==> src/design/drp_pkg.sv <==
// shared constants, field layout and control types for the drrip replacement engine
// no dependencies; imported by every module of the block except drp_ram
`timescale 1ns / 1ps

package drp_pkg;

    localparam int NUM_SETS       = 2048;
    localparam int NUM_WAYS       = 16;
    localparam int RRPV_WIDTH     = 2;
    localparam int SELECTOR_WIDTH = 10;
    localparam int LEADER_SETS    = 64;

    localparam int SET_W = $clog2(NUM_SETS);
    localparam int WAY_W = 4;
    localparam int PC_W  = 5;
    localparam int ROW_W = NUM_WAYS * RRPV_WIDTH;

    localparam int RRPV_CEIL  = (1 << RRPV_WIDTH) - 1;
    localparam int PSEL_CEIL  = (1 << SELECTOR_WIDTH) - 1;
    localparam int PSEL_MID   = PSEL_CEIL >> 1;

    localparam int LEADER_STRIDE_RAW = NUM_SETS / (2 * LEADER_SETS);
    localparam int LEADER_STRIDE     = (LEADER_STRIDE_RAW == 0) ? 1 : LEADER_STRIDE_RAW;
    localparam int LEADER_PERIOD     = 2 * LEADER_STRIDE;
    localparam int BIMODAL_PERIOD    = 32;

    // input beat layout
    localparam int SET_LSB   = 0;
    localparam int WAY_LSB   = SET_LSB + SET_W;
    localparam int HIT_BIT   = WAY_LSB + WAY_W;
    localparam int PC_LSB    = HIT_BIT + 1;
    localparam int S_TDATA_W = ((PC_LSB + PC_W + 7) / 8) * 8;
    localparam int M_TDATA_W = ((WAY_W + 7) / 8) * 8;

    localparam logic OP_VICTIM = 1'b0;
    localparam logic OP_UPDATE = 1'b1;

    typedef logic [ROW_W-1:0] row_t;

    typedef enum logic [1:0] {
        ST_CLEAR,
        ST_IDLE,
        ST_EXEC
    } ctrl_state_t;

    typedef struct packed {
        logic clear_wr;
        logic accept;
        logic exec;
    } ctrl_cmd_t;

    typedef struct packed {
        logic clear_last;
        logic is_victim;
        logic out_free;
    } ctrl_status_t;

endpackage

==> src/design/drp_ctrl.sv <==
// controller state machine: clearing sweep, beat acceptance, execute step
// depends on drp_pkg
`timescale 1ns / 1ps

module drp_ctrl (
    input  logic                  aclk,
    input  logic                  aresetn,
    input  logic                  s_tvalid,
    output logic                  s_tready,
    input  drp_pkg::ctrl_status_t status,
    output drp_pkg::ctrl_cmd_t    cmd
);

    import drp_pkg::*;

    ctrl_state_t state_reg;
    ctrl_state_t state_next;

    always_ff @(posedge aclk) begin
        if (!aresetn) begin
            state_reg <= ST_CLEAR;
        end else begin
            state_reg <= state_next;
        end
    end

    always_comb begin
        state_next   = state_reg;
        cmd          = '0;
        s_tready     = 1'b0;
        case (state_reg)
            ST_CLEAR: begin
                cmd.clear_wr = 1'b1;
                if (status.clear_last) begin
                    state_next = ST_IDLE;
                end
            end
            ST_IDLE: begin
                s_tready = 1'b1;
                if (s_tvalid) begin
                    cmd.accept = 1'b1;
                    state_next = ST_EXEC;
                end
            end
            ST_EXEC: begin
                // victim results wait for a free output slot
                if (!status.is_victim || status.out_free) begin
                    cmd.exec   = 1'b1;
                    state_next = ST_IDLE;
                end
            end
            default: begin
                state_next = ST_CLEAR;
            end
        endcase
    end

endmodule

==> config.mk <==
export PLATFORM = sky130hd
export DESIGN_NAME = drp_ctrl
export DESIGN_NICKNAME = d
export VERILOG_FILES = /design/src/design/drp_pkg.sv /design/src/design/drp_ctrl.sv
export SDC_FILE = /design/constraint.sdc
export NUM_CORES = 1
export LEC_CHECK = 0
export BUFFER_PORTS_ARGS = -buffer_cell sky130_fd_sc_hd__clkbuf_2
export CAP_MARGIN = 25
export CORE_AREA = 2 2 39 41
export DETAILED_ROUTE_END_ITERATION = 8
export DIE_AREA = 0 0 41 43
export HOLD_SLACK_MARGIN = 0.05
export PLACE_DENSITY_LB_ADDON = 0.15
export SLEW_MARGIN = 0
export SYNTH_ARGS = -nofsm -noshare
export SYNTH_HDL_FRONTEND = slang
export SYNTH_SLANG_ARGS = --single-unit
export TNS_END_PERCENT = 20
==> constraint.sdc <==
create_clock -name aclk -period 1.03 [get_ports aclk]
set_input_delay 0.206 -clock aclk [delete_from_list [all_inputs] [get_ports aclk]]
set_output_delay 0.206 -clock aclk [all_outputs]
set_load 0.01 [all_outputs]
; Word-level counts from Yosys, hierarchy flattened
; Cells that the tools add are included.
[word_totals]
regBits = 2
input_bits = 6
word_cells = 20
[op_classes]
n_eq_ne = 5
muxes = 10
n_reduce_logical = 4
[op_table]
columns = cell, n
row1 = two-way mux 1 bit, 6
row2 = two-way mux 2 bit, 3
row3 = != test 2 bit (second input constant), 3
row4 = one-hot mux 2 bit (3 select lines), 1
row5 = AND reduction 3 bit, 1
row6 = equality test 2 x 1 -> 1 bit (second input constant), 1
row7 = equality test 2 bit (second input constant), 1
row8 = logical NOT 2 bit, 1
row9 = logical NOT 1 bit, 1
row10 = logical OR 1 bit, 1

; Logic depth before layout (Yosys ltp)
[depth]
word_depth = 4
ltp_mapped = 3

; Least setup slack after synthesis
; Ideal clock, no wire load.
[synth_path]
path_kind = register -> output
start = register state_reg[0]
end = output port cmd[1] (netlist name)
arrival_time_ns = 0.757
required_time_ns = 0.824
setup_slack_ns = 0.067
path_stages_with_launch = 3
path_buffers = 0
path_cell_list = dfxtp_1 -> nor2b_2 -> and2_4
[synth_lines]
columns = item, line
row1 = "start, declared", drp_ctrl.sv:16  ; ctrl_state_t state_reg;
row2 = "start signal, assigned", drp_ctrl.sv:23  ; state_reg <= state_next;
row3 = "end, declared", drp_ctrl.sv:11  ; output drp_pkg::ctrl_cmd_t cmd

==> metrics.txt <==
Seq pwr share 0.261; max incr delay on CP 0.36 ns; Switching Fraction 0.228; CTS Root Cell clkbuf_4; mean post-synth cell area approximately 9.4 um^2; met1 Use GR 0.0444; top-area cell type share of the netlist area 0.327; Sw Pwr 78.4 uW; die width between 40 and 50 um; worst setup path end cmd[1]; final setup fails 5; arrival time at the worst endpoint about 0.96 ns; worst slew pin tran 0.269 ns; clock share of power 0.499; Site Rows 14; critical path type reg -> out; maxcap violations 0; Clk Latency, worst-skew pair 0.22 ns; Hold WC Path Type in -> reg; Critical R2R Launch state_reg[0]; final hold slack 0.210 ns; maximum vdd drop 0.230 mV; Slew Limit Fails 0; most frequent cells in the layout clkbuf_2, buf_4, clkbuf_4; Fmax achieved between 800 and 900 MHz; post-synth cell types 11; Core Region roughly 1400 um^2; Die Height 43 um; Global Route Usage Sum 0.0560; TritonCTS clock tree built; clock period minus worst slack between 1 and 1.5 ns; Design Area, Final ~270 um^2; Worst path depth 3; drt pass-1 iters 1; status finished with violations; Power Internal 266 uW; initial antenna violation count 0; share of layout cells above drive strength 1 0.724; CP required 0.82 ns; crit-path cells nor2b_4 -> and2_4 -> buf_6; slowest library cell on the worst path dfxtp_4; CP bufs+invs 1; placer congestion estimate between 0.4 and 0.5; GR peak layer met2; slew margin rel. 0.821; post-synthesis cell area about 120 um^2; CTS clk-pin slew, worst paths approximately 0.030 ns; total number of vias about 150; via/cell ratio 3.38; slack of the worst reg-to-reg path -0.09 ns; CTS H-tree depth 1; leading cell type in the layout, fill and taps excluded clkbuf_2; Crit Path Max Fanout 5; Die ar. around 1800 um^2; diode count 0; syn nets 19; CP startpoint state_reg[0]; I/O pins 10; Area Growth Syn to Fin 121%; failing checks negative setup slack; Comb power frac 0.240; number of flip-flops in the largest register 2; CTS buffer count 3; crit share post-route 1.13; critical path capture point type output pin; RSZ-0062 raised after global routing yes; first-pass GRT wire length 614 um; family with the most delay on the worst path flip-flops; final setup skew ~0.00022 ns; largest net degree at the start of global routing 6; nets 37; GRT overflow 0; leakage around 0.13 nW; synth top area cells dfxtp_1, o21a_1, nor3b_2; DP Area approximately 200 um^2; wire per inst 7.71 um; DRT antenna net count 0; leading area contributor after synthesis dfxtp_1; vias in the first global route 180; CP Launch Type register; Layout fillers 160; # clock sinks 2; PD cells 1270 nW/um^2; cell count after synthesis 13; yosys warns 0; Post-Route WL between 300 and 400 um; R2R cell count 5; met3 Use GR 0.0471; Setup WS post-layout -0.137 ns; sequential-to-total area share from yosys stat 0.327; Synth Register Bits 2; Port-buffer cells 9; reg2reg end state_reg[1]; DR DRC count 0; Initial Util 0.0886; DR iter-0 viols 0; Max clock buf depth 2; Final Hold Vio Count 0; routing usage on met2 0.0844
power by group through the flow:
stage               Combinational [mW]  Sequential (mW)  Clock, mW
CTS                             0.0761           0.0914      0.182
global placement                0.0615           0.0902          0
finish                          0.0826           0.0898      0.172
global route                    0.0926           0.0913      0.191
detailed placement              0.0605           0.0905          0
floorplan                       0.0314           0.0894          0
per-stage QoR:
step	util	TNS [ns]	instances	worst slack, ns	power, mW
after floorplan	-	0	13	0.0674	0.121
after detailed placement	0.141	0	39	0.00607	0.151
final	0.196	-0.497	45	-0.137	0.344
after CTS	0.178	-0.484	44	-0.163	0.350
after global placement	0.141	0	39	0.0106	0.152
after global routing	0.196	-0.741	45	-0.185	0.375
cell families after synthesis:
kind of cell    synth area share
flops                      0.327
simple gates               0.510
compound gates             0.163
per-layer routing:
metal	part of all wire	vias up
met2	0.55	9
li1	-	77
met1	0.31	66
met4	0	0
met5	0	-
met3	0.14	0
cell usage after synthesis:
library cell,count
a21oi_1,1
and2_4,1
and3b_1,1
dfxtp_1,2
nand2b_1,1
nor2_1,1
nor2b_1,1
nor2b_2,1
nor3b_2,1
o21a_1,2
or2b_1,1
how the worst min path moves through the flow:
stage / startpoint / end / slack, ns / cells past startpoint
6_report: aresetn / state_reg[1] / 0.21 / 2
5_1_grt: aresetn / state_reg[1] / 0.20 / 2
4_1_cts: aresetn / state_reg[1] / 0.21 / 2
3_5_place_dp: aresetn / state_reg[1] / 0.44 / 2
3_3_place_gp: aresetn / state_reg[1] / 0.44 / 2
2_1_floorplan: aresetn / state_reg[1] / 0.32 / 1
worst register-to-register path, cell delays in order, from the launching register on:
cell and delay (ns):
dfxtp_4 0.35, nor2b_4 0.12, and2_4 0.15, buf_4 0.12, buf_4 0.12, o21a_1 0.15
timing repair:
action | in CTS | in global routing
pin swaps | 1 | 2
gates resized for setup | 5 | 7
buffers inserted | 2 | 1
hold buffers | 0 | 0
setup endpoints to repair | 4 | 4
cell type report:
class                           count  area (um^2)  share of cell area
Multi-Input combinational cell     11         93.8               0.346
Tap cell                           16         20.0              0.0737
Sequential cell                     2         47.5               0.175
Timing Repair Buffer               13         87.6               0.323
Clock buffer                        3         22.5              0.0829
No activity file was read; power rests on OpenSTA's default activity.
